==> src/rtl/core/vdms_pkg.sv <==
// shared types, codes and constants of the drive mode supervisor
package vdms_pkg;

    localparam int VDMS_QUEUE_DEPTH = 4;

    localparam int DATA_W    = 16;
    localparam int ELAPSED_W = 32;
    localparam int CFG_IDX_W = 3;

    // event kinds
    localparam logic [1:0] CMD_TICK     = 2'd0;
    localparam logic [1:0] CMD_HOST     = 2'd1;
    localparam logic [1:0] CMD_DISTANCE = 2'd2;
    localparam logic [1:0] CMD_TAKEOVER = 2'd3;

    // drive modes
    localparam logic [1:0] MODE_MANUAL       = 2'd0;
    localparam logic [1:0] MODE_AUTO         = 2'd1;
    localparam logic [1:0] MODE_AUTO_ABORT   = 2'd2;
    localparam logic [1:0] MODE_MANUAL_ABORT = 2'd3;

    // requested modes
    localparam logic [1:0] REQ_NONE   = 2'd0;
    localparam logic [1:0] REQ_MANUAL = 2'd1;
    localparam logic [1:0] REQ_AUTO   = 2'd2;

    // host client modes
    localparam logic [1:0] CLIENT_ABSENT = 2'd0;
    localparam logic [1:0] CLIENT_MANUAL = 2'd1;

    // stop reasons
    localparam logic [2:0] STOP_NONE     = 3'd0;
    localparam logic [2:0] STOP_BUTTON   = 3'd1;
    localparam logic [2:0] STOP_TAKEOVER = 3'd2;
    localparam logic [2:0] STOP_COMM     = 3'd3;
    localparam logic [2:0] STOP_OBSTACLE = 3'd4;

    // reject reasons
    localparam logic [2:0] REJ_NONE       = 3'd0;
    localparam logic [2:0] REJ_OBSTACLE   = 3'd1;
    localparam logic [2:0] REJ_MAN_ABORT  = 3'd2;
    localparam logic [2:0] REJ_MISMATCH   = 3'd3;
    localparam logic [2:0] REJ_IN_TAKEOVER = 3'd4;

    // register indexes
    localparam logic [CFG_IDX_W-1:0] CFG_COMM_TIMEOUT    = 3'd0;
    localparam logic [CFG_IDX_W-1:0] CFG_DEADMAN_TIMEOUT = 3'd1;
    localparam logic [CFG_IDX_W-1:0] CFG_RESET_CLEAR     = 3'd2;
    localparam logic [CFG_IDX_W-1:0] CFG_AUTO_ENTRY      = 3'd3;
    localparam logic [CFG_IDX_W-1:0] CFG_OBSTACLE_ABORT  = 3'd4;

    // register reset values
    localparam logic [DATA_W-1:0] COMM_TIMEOUT_RST    = 16'd1500;
    localparam logic [DATA_W-1:0] DEADMAN_TIMEOUT_RST = 16'd300;
    localparam logic [DATA_W-1:0] RESET_CLEAR_RST     = 16'd200;
    localparam logic [DATA_W-1:0] AUTO_ENTRY_RST      = 16'd300;
    localparam logic [DATA_W-1:0] OBSTACLE_ABORT_RST  = 16'd100;

    localparam logic [DATA_W-1:0] DISTANCE_RST = 16'd1200;

    // q2.14 limits
    localparam logic signed [DATA_W-1:0] Q_ONE     = 16'sd16384;
    localparam logic signed [DATA_W-1:0] Q_NEG_ONE = -16'sd16384;

    typedef struct packed {
        logic [DATA_W-1:0] link_loss_ms;
        logic [DATA_W-1:0] idle_drive_ms;
        logic [DATA_W-1:0] reset_clear_distance_mm;
        logic [DATA_W-1:0] auto_entry_distance_mm;
        logic [DATA_W-1:0] obstacle_abort_distance_mm;
    } vdms_cfg_t;

    // classified event as it travels through the queue
    typedef struct packed {
        logic [1:0]               kind;
        logic                     abort_req;
        logic                     reset_req;
        logic [1:0]               target;
        logic                     client_ok;
        logic signed [DATA_W-1:0] throttle;
        logic signed [DATA_W-1:0] steering;
        logic [DATA_W-1:0]        arg;
    } vdms_op_t;

endpackage

==> src/rtl/core/vdms_if.sv <==
// event and result channel interfaces
interface vdms_in_if;
    logic               valid;
    logic               ready;
    logic [1:0]         command;
    logic               abort_request;
    logic               reset_request;
    logic [1:0]         mode_sel;
    logic [1:0]         host_role;
    logic signed [15:0] throttle_in;
    logic signed [15:0] steering_in;
    logic [15:0]        distance_in_mm;
    logic [15:0]        time_step_ms;
    logic [15:0]        takeover_duration_ms;

    modport source (
        output valid, command, abort_request, reset_request, mode_sel, host_role,
        output throttle_in, steering_in, distance_in_mm, time_step_ms, takeover_duration_ms,
        input  ready
    );
    modport sink (
        input  valid, command, abort_request, reset_request, mode_sel, host_role,
        input  throttle_in, steering_in, distance_in_mm, time_step_ms, takeover_duration_ms,
        output ready
    );
endinterface

interface vdms_out_if;
    logic               valid;
    logic               ready;
    logic [1:0]         mode;
    logic               takeover_active;
    logic [15:0]        takeover_left_ms;
    logic [2:0]         halt_cause;
    logic [2:0]         reject_reason;
    logic signed [15:0] throttle_out;
    logic signed [15:0] steering_out;
    logic [15:0]        distance_out_mm;

    modport source (
        output valid, mode, takeover_active, takeover_left_ms, halt_cause, reject_reason,
        output throttle_out, steering_out, distance_out_mm,
        input  ready
    );
    modport sink (
        input  valid, mode, takeover_active, takeover_left_ms, halt_cause, reject_reason,
        input  throttle_out, steering_out, distance_out_mm,
        output ready
    );
endinterface

==> src/rtl/core/vdms_front.sv <==
// front end: takes event words, decodes and clamps them for the queue
module vdms_front (
    vdms_in_if.sink         item,
    output logic            push_valid,
    input  logic            push_ready,
    output vdms_pkg::vdms_op_t push_word
);
    import vdms_pkg::*;

    logic signed [DATA_W-1:0] throttle_clamped;
    logic signed [DATA_W-1:0] steering_clamped;

    always_comb
    begin
        if (item.throttle_in > Q_ONE)
            throttle_clamped = Q_ONE;
        else if (item.throttle_in < Q_NEG_ONE)
            throttle_clamped = Q_NEG_ONE;
        else
            throttle_clamped = item.throttle_in;

        if (item.steering_in > Q_ONE)
            steering_clamped = Q_ONE;
        else if (item.steering_in < Q_NEG_ONE)
            steering_clamped = Q_NEG_ONE;
        else
            steering_clamped = item.steering_in;
    end

    always_comb
    begin
        push_word.kind      = item.command;
        push_word.abort_req = item.abort_request;
        push_word.reset_req = item.reset_request;
        // an unknown request code counts as no request
        if (item.mode_sel == REQ_MANUAL || item.mode_sel == REQ_AUTO)
            push_word.target = item.mode_sel;
        else
            push_word.target = REQ_NONE;
        push_word.client_ok = (item.host_role == CLIENT_ABSENT) ||
                              (item.host_role == CLIENT_MANUAL);
        push_word.throttle  = throttle_clamped;
        push_word.steering  = steering_clamped;
        // one argument word per event kind
        case (item.command)
            CMD_TICK:     push_word.arg = item.time_step_ms;
            CMD_DISTANCE: push_word.arg = item.distance_in_mm;
            CMD_TAKEOVER: push_word.arg = item.takeover_duration_ms;
            default:      push_word.arg = item.time_step_ms;
        endcase
    end

    assign push_valid = item.valid;
    assign item.ready = push_ready;

endmodule

==> src/rtl/core/vdms_queue.sv <==
// small register queue between front and back end
module vdms_queue #(
    parameter int DEPTH = vdms_pkg::VDMS_QUEUE_DEPTH
) (
    input  logic               clk,
    input  logic               rst_n,
    input  logic               push_valid,
    output logic               push_ready,
    input  vdms_pkg::vdms_op_t push_word,
    output logic               pop_valid,
    input  logic               pop_ready,
    output vdms_pkg::vdms_op_t pop_word
);
    import vdms_pkg::*;

    localparam int PTR_W = (DEPTH > 1) ? $clog2(DEPTH) : 1;
    localparam int CNT_W = $clog2(DEPTH + 1);

    vdms_op_t          slot_reg [DEPTH];
    logic [PTR_W-1:0]  wr_ptr_reg, wr_ptr_next;
    logic [PTR_W-1:0]  rd_ptr_reg, rd_ptr_next;
    logic [CNT_W-1:0]  count_reg, count_next;
    logic              do_push;
    logic              do_pop;

    assign push_ready = (count_reg != CNT_W'(DEPTH));
    assign pop_valid  = (count_reg != '0);
    assign pop_word   = slot_reg[rd_ptr_reg];
    assign do_push    = push_valid && push_ready;
    assign do_pop     = pop_valid && pop_ready;

    always_comb
    begin
        wr_ptr_next = wr_ptr_reg;
        rd_ptr_next = rd_ptr_reg;
        count_next  = count_reg;
        if (do_push)
            wr_ptr_next = (wr_ptr_reg == PTR_W'(DEPTH - 1)) ? '0 : wr_ptr_reg + 1'b1;
        if (do_pop)
            rd_ptr_next = (rd_ptr_reg == PTR_W'(DEPTH - 1)) ? '0 : rd_ptr_reg + 1'b1;
        if (do_push && !do_pop)
            count_next = count_reg + 1'b1;
        else if (do_pop && !do_push)
            count_next = count_reg - 1'b1;
    end

    always_ff @(posedge clk or negedge rst_n)
    begin
        if (!rst_n)
        begin
            wr_ptr_reg <= '0;
            rd_ptr_reg <= '0;
            count_reg  <= '0;
        end
        else
        begin
            wr_ptr_reg <= wr_ptr_next;
            rd_ptr_reg <= rd_ptr_next;
            count_reg  <= count_next;
        end
    end

    always_ff @(posedge clk)
    begin
        if (do_push)
            slot_reg[wr_ptr_reg] <= push_word;
    end

endmodule

==> src/rtl/core/vdms_back.sv <==
// back end: supervisor state update and result register
module vdms_back (
    input  logic                clk,
    input  logic                rst_n,
    input  vdms_pkg::vdms_cfg_t cfg,
    input  logic                pop_valid,
    output logic                pop_ready,
    input  vdms_pkg::vdms_op_t  pop_word,
    vdms_out_if.source          result
);
    import vdms_pkg::*;

    logic [1:0]               mode_reg, mode_next;
    logic                     tko_flag_reg, tko_flag_next;
    logic [DATA_W-1:0]        tko_left_reg, tko_left_next;
    logic [2:0]               stop_reg, stop_next;
    logic [2:0]               reject_reg, reject_next;
    logic signed [DATA_W-1:0] throttle_reg, throttle_next;
    logic signed [DATA_W-1:0] steering_reg, steering_next;
    logic [DATA_W-1:0]        dist_reg, dist_next;
    logic [ELAPSED_W-1:0]     elapsed_reg, elapsed_next;
    logic                     seen_reg, seen_next;
    logic                     out_valid_reg, out_valid_next;

    logic [ELAPSED_W:0]       elapsed_sum;
    logic                     do_pop;

    // state only moves when the result register is free, so it doubles as the result
    assign pop_ready = !out_valid_reg || result.ready;
    assign do_pop    = pop_valid && pop_ready;

    assign elapsed_sum = {1'b0, elapsed_reg} + (ELAPSED_W + 1)'(pop_word.arg);

    always_comb
    begin
        mode_next     = mode_reg;
        tko_flag_next = tko_flag_reg;
        tko_left_next = tko_left_reg;
        stop_next     = stop_reg;
        reject_next   = reject_reg;
        throttle_next = throttle_reg;
        steering_next = steering_reg;
        dist_next     = dist_reg;
        elapsed_next  = elapsed_reg;
        seen_next     = seen_reg;

        case (pop_word.kind)
            CMD_TICK:
            begin
                if (tko_flag_reg && tko_left_reg != '0)
                begin
                    if (pop_word.arg >= tko_left_reg)
                    begin
                        mode_next     = MODE_AUTO_ABORT;
                        stop_next     = STOP_TAKEOVER;
                        tko_flag_next = 1'b0;
                        tko_left_next = '0;
                        throttle_next = '0;
                        steering_next = '0;
                    end
                    else
                        tko_left_next = tko_left_reg - pop_word.arg;
                end
                // saturating elapsed time
                elapsed_next = elapsed_sum[ELAPSED_W] ? '1 : elapsed_sum[ELAPSED_W-1:0];
                if (seen_reg)
                begin
                    if ((mode_next == MODE_MANUAL || mode_next == MODE_AUTO) &&
                        elapsed_next > ELAPSED_W'(cfg.link_loss_ms))
                    begin
                        mode_next     = MODE_AUTO_ABORT;
                        stop_next     = STOP_COMM;
                        tko_flag_next = 1'b0;
                        tko_left_next = '0;
                        throttle_next = '0;
                        steering_next = '0;
                    end
                    if (mode_next == MODE_MANUAL &&
                        elapsed_next > ELAPSED_W'(cfg.idle_drive_ms))
                    begin
                        throttle_next = '0;
                        steering_next = '0;
                    end
                end
            end
            CMD_HOST:
            begin
                elapsed_next = '0;
                seen_next    = 1'b1;
                if (pop_word.abort_req)
                begin
                    mode_next     = MODE_MANUAL_ABORT;
                    stop_next     = STOP_BUTTON;
                    tko_flag_next = 1'b0;
                    tko_left_next = '0;
                    reject_next   = REJ_NONE;
                    throttle_next = '0;
                    steering_next = '0;
                end
                else if (pop_word.reset_req)
                begin
                    if (mode_reg == MODE_AUTO_ABORT || mode_reg == MODE_MANUAL_ABORT)
                    begin
                        if (dist_reg > cfg.reset_clear_distance_mm)
                        begin
                            mode_next     = MODE_MANUAL;
                            stop_next     = STOP_NONE;
                            reject_next   = REJ_NONE;
                            tko_flag_next = 1'b0;
                            tko_left_next = '0;
                            throttle_next = '0;
                            steering_next = '0;
                        end
                        else
                            reject_next = REJ_OBSTACLE;
                    end
                end
                else
                begin
                    if (pop_word.target != REQ_NONE)
                    begin
                        if (mode_reg == MODE_MANUAL_ABORT)
                            reject_next = REJ_MAN_ABORT;
                        else if (mode_reg == MODE_AUTO_ABORT)
                            reject_next = REJ_MISMATCH;
                        else if (pop_word.target == REQ_AUTO)
                        begin
                            if (tko_flag_reg)
                                reject_next = REJ_IN_TAKEOVER;
                            else if (mode_reg == MODE_MANUAL)
                            begin
                                if (dist_reg > cfg.auto_entry_distance_mm)
                                begin
                                    mode_next   = MODE_AUTO;
                                    reject_next = REJ_NONE;
                                end
                                else
                                    reject_next = REJ_OBSTACLE;
                            end
                            else
                                reject_next = REJ_MISMATCH;
                        end
                        else
                        begin
                            mode_next     = MODE_MANUAL;
                            tko_flag_next = 1'b0;
                            tko_left_next = '0;
                            reject_next   = REJ_NONE;
                        end
                    end
                    // drive values apply only in manual with a manual or absent client
                    if (mode_next == MODE_MANUAL && pop_word.client_ok)
                    begin
                        throttle_next = pop_word.throttle;
                        steering_next = pop_word.steering;
                    end
                    else
                    begin
                        throttle_next = '0;
                        steering_next = '0;
                    end
                end
            end
            CMD_DISTANCE:
            begin
                dist_next = pop_word.arg;
                if (mode_reg == MODE_AUTO && pop_word.arg < cfg.obstacle_abort_distance_mm)
                begin
                    mode_next     = MODE_AUTO_ABORT;
                    stop_next     = STOP_OBSTACLE;
                    tko_flag_next = 1'b0;
                    tko_left_next = '0;
                    throttle_next = '0;
                    steering_next = '0;
                end
            end
            CMD_TAKEOVER:
            begin
                if (mode_reg == MODE_AUTO)
                begin
                    tko_flag_next = 1'b1;
                    tko_left_next = pop_word.arg;
                end
            end
            default:
            begin
                mode_next = mode_reg;
            end
        endcase

        if (do_pop)
            out_valid_next = 1'b1;
        else if (result.ready)
            out_valid_next = 1'b0;
        else
            out_valid_next = out_valid_reg;
    end

    always_ff @(posedge clk or negedge rst_n)
    begin
        if (!rst_n)
        begin
            mode_reg      <= MODE_MANUAL;
            tko_flag_reg  <= 1'b0;
            tko_left_reg  <= '0;
            stop_reg      <= STOP_NONE;
            reject_reg    <= REJ_NONE;
            throttle_reg  <= '0;
            steering_reg  <= '0;
            dist_reg      <= DISTANCE_RST;
            elapsed_reg   <= '0;
            seen_reg      <= 1'b0;
            out_valid_reg <= 1'b0;
        end
        else
        begin
            out_valid_reg <= out_valid_next;
            if (do_pop)
            begin
                mode_reg     <= mode_next;
                tko_flag_reg <= tko_flag_next;
                tko_left_reg <= tko_left_next;
                stop_reg     <= stop_next;
                reject_reg   <= reject_next;
                throttle_reg <= throttle_next;
                steering_reg <= steering_next;
                dist_reg     <= dist_next;
                elapsed_reg  <= elapsed_next;
                seen_reg     <= seen_next;
            end
        end
    end

    assign result.valid            = out_valid_reg;
    assign result.mode             = mode_reg;
    assign result.takeover_active  = tko_flag_reg;
    assign result.takeover_left_ms = tko_left_reg;
    assign result.halt_cause       = stop_reg;
    assign result.reject_reason    = reject_reg;
    assign result.throttle_out     = throttle_reg;
    assign result.steering_out     = steering_reg;
    assign result.distance_out_mm  = dist_reg;

endmodule

==> src/rtl/core/vehicle_drive_mode_supervisor_core.sv <==
// top level of the drive mode supervisor: config registers, front, queue, back
//
//   channel   dir   handshake       word
//   item      in    valid/ready     one event: tick, host command, distance, takeover
//   result    out   valid/ready     state after the event, one per item
//   cfg       in    cfg_we          register write, index and 16-bit data
//
// one item per cycle sustained while result.ready stays high; the back end updates all state together
// an accepted item is first written into the queue, then popped into the back end state
// registers, which drive the result
// rst_n clears mode, countdown, reasons, drive values and elapsed time, loads config defaults
// a QUEUE_DEPTH word queue absorbs result stalls; item.ready drops when it is full
module vehicle_drive_mode_supervisor_core #(
    parameter int QUEUE_DEPTH = vdms_pkg::VDMS_QUEUE_DEPTH
) (
    input  logic                             clk,
    input  logic                             rst_n,
    vdms_in_if.sink                          item,
    vdms_out_if.source                       result,
    input  logic                             cfg_we,
    input  logic [vdms_pkg::CFG_IDX_W-1:0]   cfg_index,
    input  logic [vdms_pkg::DATA_W-1:0]      cfg_data
);
    import vdms_pkg::*;

    vdms_cfg_t cfg_reg;
    vdms_op_t  push_word;
    vdms_op_t  pop_word;
    logic      push_valid;
    logic      push_ready;
    logic      pop_valid;
    logic      pop_ready;

    always_ff @(posedge clk or negedge rst_n)
    begin
        if (!rst_n)
        begin
            cfg_reg.link_loss_ms               <= COMM_TIMEOUT_RST;
            cfg_reg.idle_drive_ms              <= DEADMAN_TIMEOUT_RST;
            cfg_reg.reset_clear_distance_mm    <= RESET_CLEAR_RST;
            cfg_reg.auto_entry_distance_mm     <= AUTO_ENTRY_RST;
            cfg_reg.obstacle_abort_distance_mm <= OBSTACLE_ABORT_RST;
        end
        else if (cfg_we)
        begin
            case (cfg_index)
                CFG_COMM_TIMEOUT:    cfg_reg.link_loss_ms               <= cfg_data;
                CFG_DEADMAN_TIMEOUT: cfg_reg.idle_drive_ms              <= cfg_data;
                CFG_RESET_CLEAR:     cfg_reg.reset_clear_distance_mm    <= cfg_data;
                CFG_AUTO_ENTRY:      cfg_reg.auto_entry_distance_mm     <= cfg_data;
                CFG_OBSTACLE_ABORT:  cfg_reg.obstacle_abort_distance_mm <= cfg_data;
                default:             cfg_reg                            <= cfg_reg;
            endcase
        end
    end

    vdms_front u_front (
        .item       (item),
        .push_valid (push_valid),
        .push_ready (push_ready),
        .push_word  (push_word)
    );

    vdms_queue #(
        .DEPTH (QUEUE_DEPTH)
    ) u_queue (
        .clk        (clk),
        .rst_n      (rst_n),
        .push_valid (push_valid),
        .push_ready (push_ready),
        .push_word  (push_word),
        .pop_valid  (pop_valid),
        .pop_ready  (pop_ready),
        .pop_word   (pop_word)
    );

    vdms_back u_back (
        .clk       (clk),
        .rst_n     (rst_n),
        .cfg       (cfg_reg),
        .pop_valid (pop_valid),
        .pop_ready (pop_ready),
        .pop_word  (pop_word),
        .result    (result)
    );

endmodule
==> src/flat_wrapper.sv <==
// flat-port wrapper written by rule: the top's interface ports become plain ports
module vehicle_drive_mode_supervisor_core_flat import vdms_pkg::*;
#(
    parameter int QUEUE_DEPTH = vdms_pkg::VDMS_QUEUE_DEPTH
)
  (clk, rst_n, cfg_we, cfg_index, cfg_data, item_valid, item_command, item_abort_request, item_reset_request, item_mode_sel, item_host_role, item_throttle_in, item_steering_in, item_distance_in_mm, item_time_step_ms, item_takeover_duration_ms, item_ready, result_valid, result_mode, result_takeover_active, result_takeover_left_ms, result_halt_cause, result_reject_reason, result_throttle_out, result_steering_out, result_distance_out_mm, result_ready);
  vdms_in_if item_i ();
  vdms_out_if result_i ();
  input  logic clk;
  input  logic rst_n;
  input  logic cfg_we;
  input  logic [vdms_pkg::CFG_IDX_W-1:0] cfg_index;
  input  logic [vdms_pkg::DATA_W-1:0] cfg_data;
  input wire logic [$bits(item_i.valid)-1:0] item_valid;
  input wire logic [$bits(item_i.command)-1:0] item_command;
  input wire logic [$bits(item_i.abort_request)-1:0] item_abort_request;
  input wire logic [$bits(item_i.reset_request)-1:0] item_reset_request;
  input wire logic [$bits(item_i.mode_sel)-1:0] item_mode_sel;
  input wire logic [$bits(item_i.host_role)-1:0] item_host_role;
  input wire logic [$bits(item_i.throttle_in)-1:0] item_throttle_in;
  input wire logic [$bits(item_i.steering_in)-1:0] item_steering_in;
  input wire logic [$bits(item_i.distance_in_mm)-1:0] item_distance_in_mm;
  input wire logic [$bits(item_i.time_step_ms)-1:0] item_time_step_ms;
  input wire logic [$bits(item_i.takeover_duration_ms)-1:0] item_takeover_duration_ms;
  output wire logic [$bits(item_i.ready)-1:0] item_ready;
  output wire logic [$bits(result_i.valid)-1:0] result_valid;
  output wire logic [$bits(result_i.mode)-1:0] result_mode;
  output wire logic [$bits(result_i.takeover_active)-1:0] result_takeover_active;
  output wire logic [$bits(result_i.takeover_left_ms)-1:0] result_takeover_left_ms;
  output wire logic [$bits(result_i.halt_cause)-1:0] result_halt_cause;
  output wire logic [$bits(result_i.reject_reason)-1:0] result_reject_reason;
  output wire logic [$bits(result_i.throttle_out)-1:0] result_throttle_out;
  output wire logic [$bits(result_i.steering_out)-1:0] result_steering_out;
  output wire logic [$bits(result_i.distance_out_mm)-1:0] result_distance_out_mm;
  input wire logic [$bits(result_i.ready)-1:0] result_ready;
  assign item_i.valid = item_valid;
  assign item_i.command = item_command;
  assign item_i.abort_request = item_abort_request;
  assign item_i.reset_request = item_reset_request;
  assign item_i.mode_sel = item_mode_sel;
  assign item_i.host_role = item_host_role;
  assign item_i.throttle_in = item_throttle_in;
  assign item_i.steering_in = item_steering_in;
  assign item_i.distance_in_mm = item_distance_in_mm;
  assign item_i.time_step_ms = item_time_step_ms;
  assign item_i.takeover_duration_ms = item_takeover_duration_ms;
  assign item_ready = item_i.ready;
  assign result_valid = result_i.valid;
  assign result_mode = result_i.mode;
  assign result_takeover_active = result_i.takeover_active;
  assign result_takeover_left_ms = result_i.takeover_left_ms;
  assign result_halt_cause = result_i.halt_cause;
  assign result_reject_reason = result_i.reject_reason;
  assign result_throttle_out = result_i.throttle_out;
  assign result_steering_out = result_i.steering_out;
  assign result_distance_out_mm = result_i.distance_out_mm;
  assign result_i.ready = result_ready;
  vehicle_drive_mode_supervisor_core #(.QUEUE_DEPTH(QUEUE_DEPTH)) u_core (.clk(clk), .rst_n(rst_n), .item(item_i), .result(result_i), .cfg_we(cfg_we), .cfg_index(cfg_index), .cfg_data(cfg_data));
endmodule
==> config.mk <==
export PLATFORM = sky130hd
export DESIGN_NAME = vehicle_drive_mode_supervisor_core_flat
export DESIGN_NICKNAME = d
export VERILOG_FILES = /design/src/rtl/core/vdms_pkg.sv /design/src/rtl/core/vdms_if.sv /design/src/rtl/core/vdms_front.sv /design/src/rtl/core/vdms_queue.sv /design/src/rtl/core/vdms_back.sv /design/src/rtl/core/vehicle_drive_mode_supervisor_core.sv /design/src/flat_wrapper.sv
export SDC_FILE = /design/constraint.sdc
export NUM_CORES = 1
export LEC_CHECK = 0
export ABC_AREA = 0
export ABC_CLOCK_PERIOD_IN_PS = 10100
export BUFFER_PORTS_ARGS = -buffer_cell sky130_fd_sc_hd__buf_2
export CAP_MARGIN = 20
export CORE_ASPECT_RATIO = 0.6
export CORE_MARGIN = 2
export CORE_UTILIZATION = 67
export CTS_BUF_LIST = sky130_fd_sc_hd__clkbuf_8
export DETAILED_ROUTE_END_ITERATION = 10
export PLACE_DENSITY = 0.89
export SLEW_MARGIN = 30
export SYNTH_ARGS = -nofsm -noshare
export SYNTH_HDL_FRONTEND = slang
export SYNTH_HIERARCHICAL = 1
export SYNTH_SLANG_ARGS = --single-unit
export TNS_END_PERCENT = 5
==> constraint.sdc <==
create_clock -name clk -period 10.1 [get_ports clk]
set_clock_uncertainty 0.2 [all_clocks]
set_input_delay 0.505 -clock clk [delete_from_list [all_inputs] [get_ports clk]]
set_output_delay 0.505 -clock clk [all_outputs]
set_load 0.01 [all_outputs]
Yosys cells after proc, flatten, opt, wreduce, memory -nomap -nowiden
Memories as Yosys holds them, arrays and structs flattened.
Index checks and enable logic that the tools add are counted.
W data, S select, Z words.
{"block": "totals", "reg_bits": 194, "mem_bits_rw": 220, "out_inout_bits": 75, "memories": 1}
{"block": "op_classes", "n_addsub": 6, "magnitude_cmp": 10, "n_eq_ne": 32, "mux": 108, "reduce_logical": 44}
{"name": "u_core.u_queue.slot_reg", "depth": 4, "word_bits": 55, "rd": 1, "rd_ports_with_merged_regs": 0, "wr": 1, "line": "vdms_queue.sv:19", "text": "vdms_op_t slot_reg [DEPTH];"}
{"cell": "$mux W16", "n": 34}
{"cell": "$pmux W16 S3", "n": 2}
{"cell": "$gt A32 B16 Y1", "n": 2}
{"cell": "$pmux W16 S4", "n": 1}
{"cell": "$pmux W32 S2", "n": 1}
{"cell": "$mux W3", "n": 20}
{"cell": "$mux W2", "n": 25}
{"cell": "$add A32 B16 Y33", "n": 1}
{"cell": "$gt A16 B16 Y1", "n": 2}
{"cell": "$gt A16 B16 Y1 const B", "n": 2}
{"cell": "$lt A16 B15 Y1 const B", "n": 2}
{"cell": "$mux W32", "n": 1}
{"cell": "$pmux W16 S2", "n": 1}
{"cell": "$eq A2 B2 Y1 const B", "n": 10}
{"cell": "$mux W1", "n": 20}
{"cell": "$ge A16 B16 Y1", "n": 1}
{"cell": "$lt A16 B16 Y1", "n": 1}
{"cell": "$ne A4 B2 Y1 const B", "n": 4}
{"cell": "$reduce_and A2 Y1", "n": 8}
{"cell": "$reduce_bool A16 Y1", "n": 1}
{"cell": "$sub A16 B16 Y16", "n": 1}
{"cell": "$logic_not A2 Y1", "n": 6}
{"cell": "$eq A2 B1 Y1 const B", "n": 5}
{"cell": "$logic_and A1 B1 Y1", "n": 9}
{"cell": "other kinds (23)", "n": 40}

Depth between registers and ports, before layout
{"block": "depth", "depth_word": 17, "depth_mapped": 24, "mapped_depth_nobuf": 20}

Hierarchy
Netlist, hierarchy kept.
{"mod": "vdms_back", "instances": 1, "cells_each": 1147, "area_per_inst_um2": 9243.9}
{"mod": "vdms_queue", "instances": 1, "cells_each": 323, "area_per_inst_um2": 8355.5}
{"mod": "vehicle_drive_mode_supervisor_core", "instances": 1, "cells_each": 173, "area_per_inst_um2": 3076.7}
{"mod": "vdms_front", "instances": 1, "cells_each": 98, "area_per_inst_um2": 706.9}

Least setup slack after synthesis
Ideal clock, no wire load.
{"block": "synth_timing", "path_kind": "flip-flop to flip-flop", "startpoint": "register u_core.u_queue.rd_ptr_reg[0]", "endpoint": "register u_core.u_back.stop_reg[2], in the netlist u_core/u_back/result.halt_cause[2]", "setup_ns": 0.068, "arrival_ns": 5.711, "slack_ns": 4.121, "path_stages_with_launch": 24, "n_path_buf": 3, "period_less_slack_ns": 5.979, "cell_sequence": "dfrtp_1 buf_2 mux4_2 ha_1 fa_1 a211oi_1 o21ai_1 nand4_1 a31o_2 or2_2 clkbuf_1 nand2_1 ha_1 nand4_1 or4_1 nor2b_1 o31a_1 a221oi_1 and4bb_1 nand4_2 o31a_4 buf_6 o31ai_1 a32o_1"}
{"element": "from (decl)", "line": "vdms_queue.sv:21", "text": "logic [PTR_W-1:0] rd_ptr_reg, rd_ptr_next;"}
{"element": "from (signal assigned)", "line": "vdms_queue.sv:58", "text": "rd_ptr_reg <= rd_ptr_next;"}
{"element": "to (signal assigned)", "line": "vdms_back.sv:223", "text": "stop_reg <= stop_next;"}
{"element": "to (decl)", "line": "vdms_back.sv:16", "text": "logic [2:0] stop_reg, stop_next;"}

==> out/qor.csv <==
metric;value;unit
status;finished, final reports clean;
crit_arrival;7950;ps
ant_nets;0;
clk_transition_reported_paths;70;ps
leakage;10.2;nW
synth_cell_types;94;
ys_seq_area_share;53.7;%
max_slew_margin;38.7;%
cts_buffer_depth;3;
power;0.00756;W
coreArea;31300;µm²
cts_inserted_buffers;57;
crit_type;reg -> reg;
synth_flop_cell;edfxtp_1;
synth_edf_count;220;
cts_tree;yes;
first_global_vias;16000;
regArea;11500;µm²
grt_max_degree;127;
drc;0;
r2r-end;u_core/u_back/result.throttle_out[14];
die_x;235;µm
worst_pin_slew;918;ps
hold_viol_final;0;
vias;16000;
gr-total-overflow;0;
fillers;1917;
dp_hpwl;39.4;mm
vias_per_cell;6.64;
ys_warn_count;6;
nets;2178;
start_kind;register;
setup_tns;0;ps
h-tree-depth;2;
drv_slew;0;
wire_per_inst;24.2;µm
first_pass_iters;8;
r2r_start;u_core/u_queue/rd_ptr_reg[0];
gp_congestion;0.974;
rsz0062_at_grt;no;
critPathCaptureType;register;
reg2reg_depth;22;
hp-class;in -> reg;
synthToLayoutAreaGrowth;11.6;%
clkSinkCount;414;
largest_register_ffs;220;
ys_ff_latch;414;
multi_input_area;9030;µm²
crit_start;u_core/u_queue/rd_ptr_reg[0];
min_period_over_period;75.6;%
syn_avg_cell_area;12.3;µm²
synthArstFlopShare;46.9;%
reg2reg_slack;2470;ps
clock_latency;640;ps
syn_area;21400;µm²
hold_ws;23.9;ps
path_max_fanout;35;
period_needed;7630;ps
cts-root-buf;clkbuf_8;
final_cells;2408;
drive_gt1_share;25.7;%
utilization;76.3;%
cp-endpoint;u_core/u_back/result.throttle_out[14];
ios;187;
drt-initial-drc-count;1974;
grtUsageTotal;34.7;%
timing.fmax;131;MHz
hold_start;cfg_data[1];
num_rows;50;
syn_nets;1978;
antenna_found_initial;3;
setup_viol;0;
wirelength;58.3;mm
required;10420;ps
fp.dieArea;33400;µm²
start_util;68.4;%
netlist_instances;1741;
dpl.cell_count;2279;
portBuffers;185;
ir_worst_vdd;0.000176;V
die_h;142;µm
powerDensity;316;nW/µm²
grt_pass1_wl;89.0;mm
post_cts_buffers;0;
maxCapViolCount;0;
-- cell usage after synthesis (5+ instances only) --
master     instances  area [µm²]
and2_1            15        93.8
a2bb2oi_1          5        43.8
nor2_1            76         285
nand3_1           25         125
dfrtp_1          169        4230
nor3_1            20         100
a21o_1            28         210
o211ai_1           7        52.6
xor2_1             6        52.6
buf_4             11        82.6
and3_1            18         113
a2111oi_0          5        43.8
nor2b_1           14        87.6
clkbuf_1          38         143
a211oi_1           8        60.1
mux2_2            85         957
a22o_1            21         184
or2_2             10        62.6
o21ai_0          101         505
nand2_1          161         604
nand2b_1           6        37.5
edfxtp_1         220        6610
mux2i_1           18         180
o21ai_1            5        25.0
buf_2             17        85.1
dfstp_2           25         657
a21oi_1           85         425
a221o_1            8        80.1
and2_4            21         184
o21a_1            16         120
ha_1             122        1530
a31oi_1           13        81.3
nand4_1           26         163
inv_1            123         462
mux4_2            55        1240
o22ai_1            5        31.3
xnor2_1           22         193
buf_6              9         101
o31ai_1           12        90.1
nor4_1            11        68.8
-- worst max-delay path: stages (launching register included) --
cell and delay, ps:
dfrtp_4 890, buf_4 560, mux4_2 710, ha_1 410, o211ai_1 140, o211ai_1 510
nand2_1 100, o21ai_0 370, or2_2 180, a211oi_1 50, o21ai_0 450, ha_1 230
nand4_1 210, or4_1 600, nor2b_1 160, o31a_1 120, a221oi_1 190, and4bb_1 240
nand4_2 190, nor4_1 370, nor2_2 100, buf_4 270, o21ai_0 290
-- through the flow --
| stage | cell area, µm² | setup WS, ps |
|---|---|---|
| 6_report | 23900 | 2470 |
| 3_5_place_dp | 22600 | 2630 |
| 4_1_cts | 23900 | 2580 |
| 3_3_place_gp | 22600 | 2780 |
| 5_1_grt | 23900 | 1970 |
| 2_1_floorplan | 21400 | 4120 |
-- cell type report --
class                      instances  area share (%)
antenna                            2          0.0210
clock buffer                      64            3.69
clock inverter                    44           0.933
inverter                         124            1.95
multi-input combinational       1125            37.8
sequential                       414            48.2
tap                              416            2.18
timing repair buffer             219            5.24
-- worst min path at each step --
stage | to | slack [ps] | cells after the start
2_1_floorplan | u_core/cfg_reg[0] | 9 | 0
3_3_place_gp | u_core/u_back/seen_reg | 260 | 1
3_5_place_dp | u_core/cfg_reg[78] | 300 | 1
4_1_cts | u_core/u_queue/slot_reg[3][29] | 2 | 2
5_1_grt | u_core/u_queue/slot_reg[1][45] | 8 | 2
6_report | u_core/cfg_reg[33] | 20 | 2
-- routing by layer --
layer	global-route usage (%)	vias up	part of all wire [%]
met1	48.9	7843	40
met2	52.9	1098	45
met5	0	-	0
met3	9.31	173	12
li1	-	6882	-
met4	12.0	0	3.1
-- cells by family (layout without fill, tap and decap cells) --
logic type | Yosys count | in the layout | share of synthesized area [%]
AND/OR/NAND/NOR | 446 | 446 | 11.0
XOR/XNOR | 30 | 30 | 1.30
other | 0 | 2 | 0
AO/OA/AOI/OAI | 364 | 364 | 11.0
adder cells (fa/ha/maj) | 125 | 125 | 7.42
buffers and inverters | 202 | 451 | 4.23
multiplexers | 160 | 160 | 11.3
flip-flops | 414 | 414 | 53.7
-- power by group --
| group | internal (W) | switching, W | leakage (nW) |
|---|---|---|---|
| clock | 0.000610 | 0.000659 | 0.650 |
| sequential | 0.00221 | 0.000321 | 4.45 |
| combinational | 0.00148 | 0.00228 | 5.10 |
| total | 0.00430 | 0.00326 | 10.2 |
-- repair_timing --
item / CTS / global route
hold buffers: 18 / 0
hold endpoints to repair: 180 / 0
gates resized for setup: 0 / 0
endpoints found under the setup margin: 0 / 0
-- cells in the final DEF, fill, tap and decap left out, types with 8 or more instances in the layout --
master,instances
and3_1,17
and2_4,21
buf_2,184
nand4_1,26
mux2_2,85
clkinv_1,9
dlygate4sd3_1,18
edfxtp_1,220
clkbuf_8,64
or2_2,10
mux2i_1,18
a31oi_1,13
nor3_1,20
o21ai_0,101
buf_4,15
mux4_2,55
nand3_1,25
a22o_1,21
dfstp_2,25
a21oi_1,85
clkinv_2,9
and2_1,15
nor4_1,11
o21a_1,16
a221o_1,8
o31ai_1,12
a211oi_1,8
a21o_1,28
nand2_1,161
ha_1,122
inv_1,145
nor2_1,74
dfrtp_1,167
xnor2_1,22
nor2b_1,14
(Power assumes the default switching activity.)
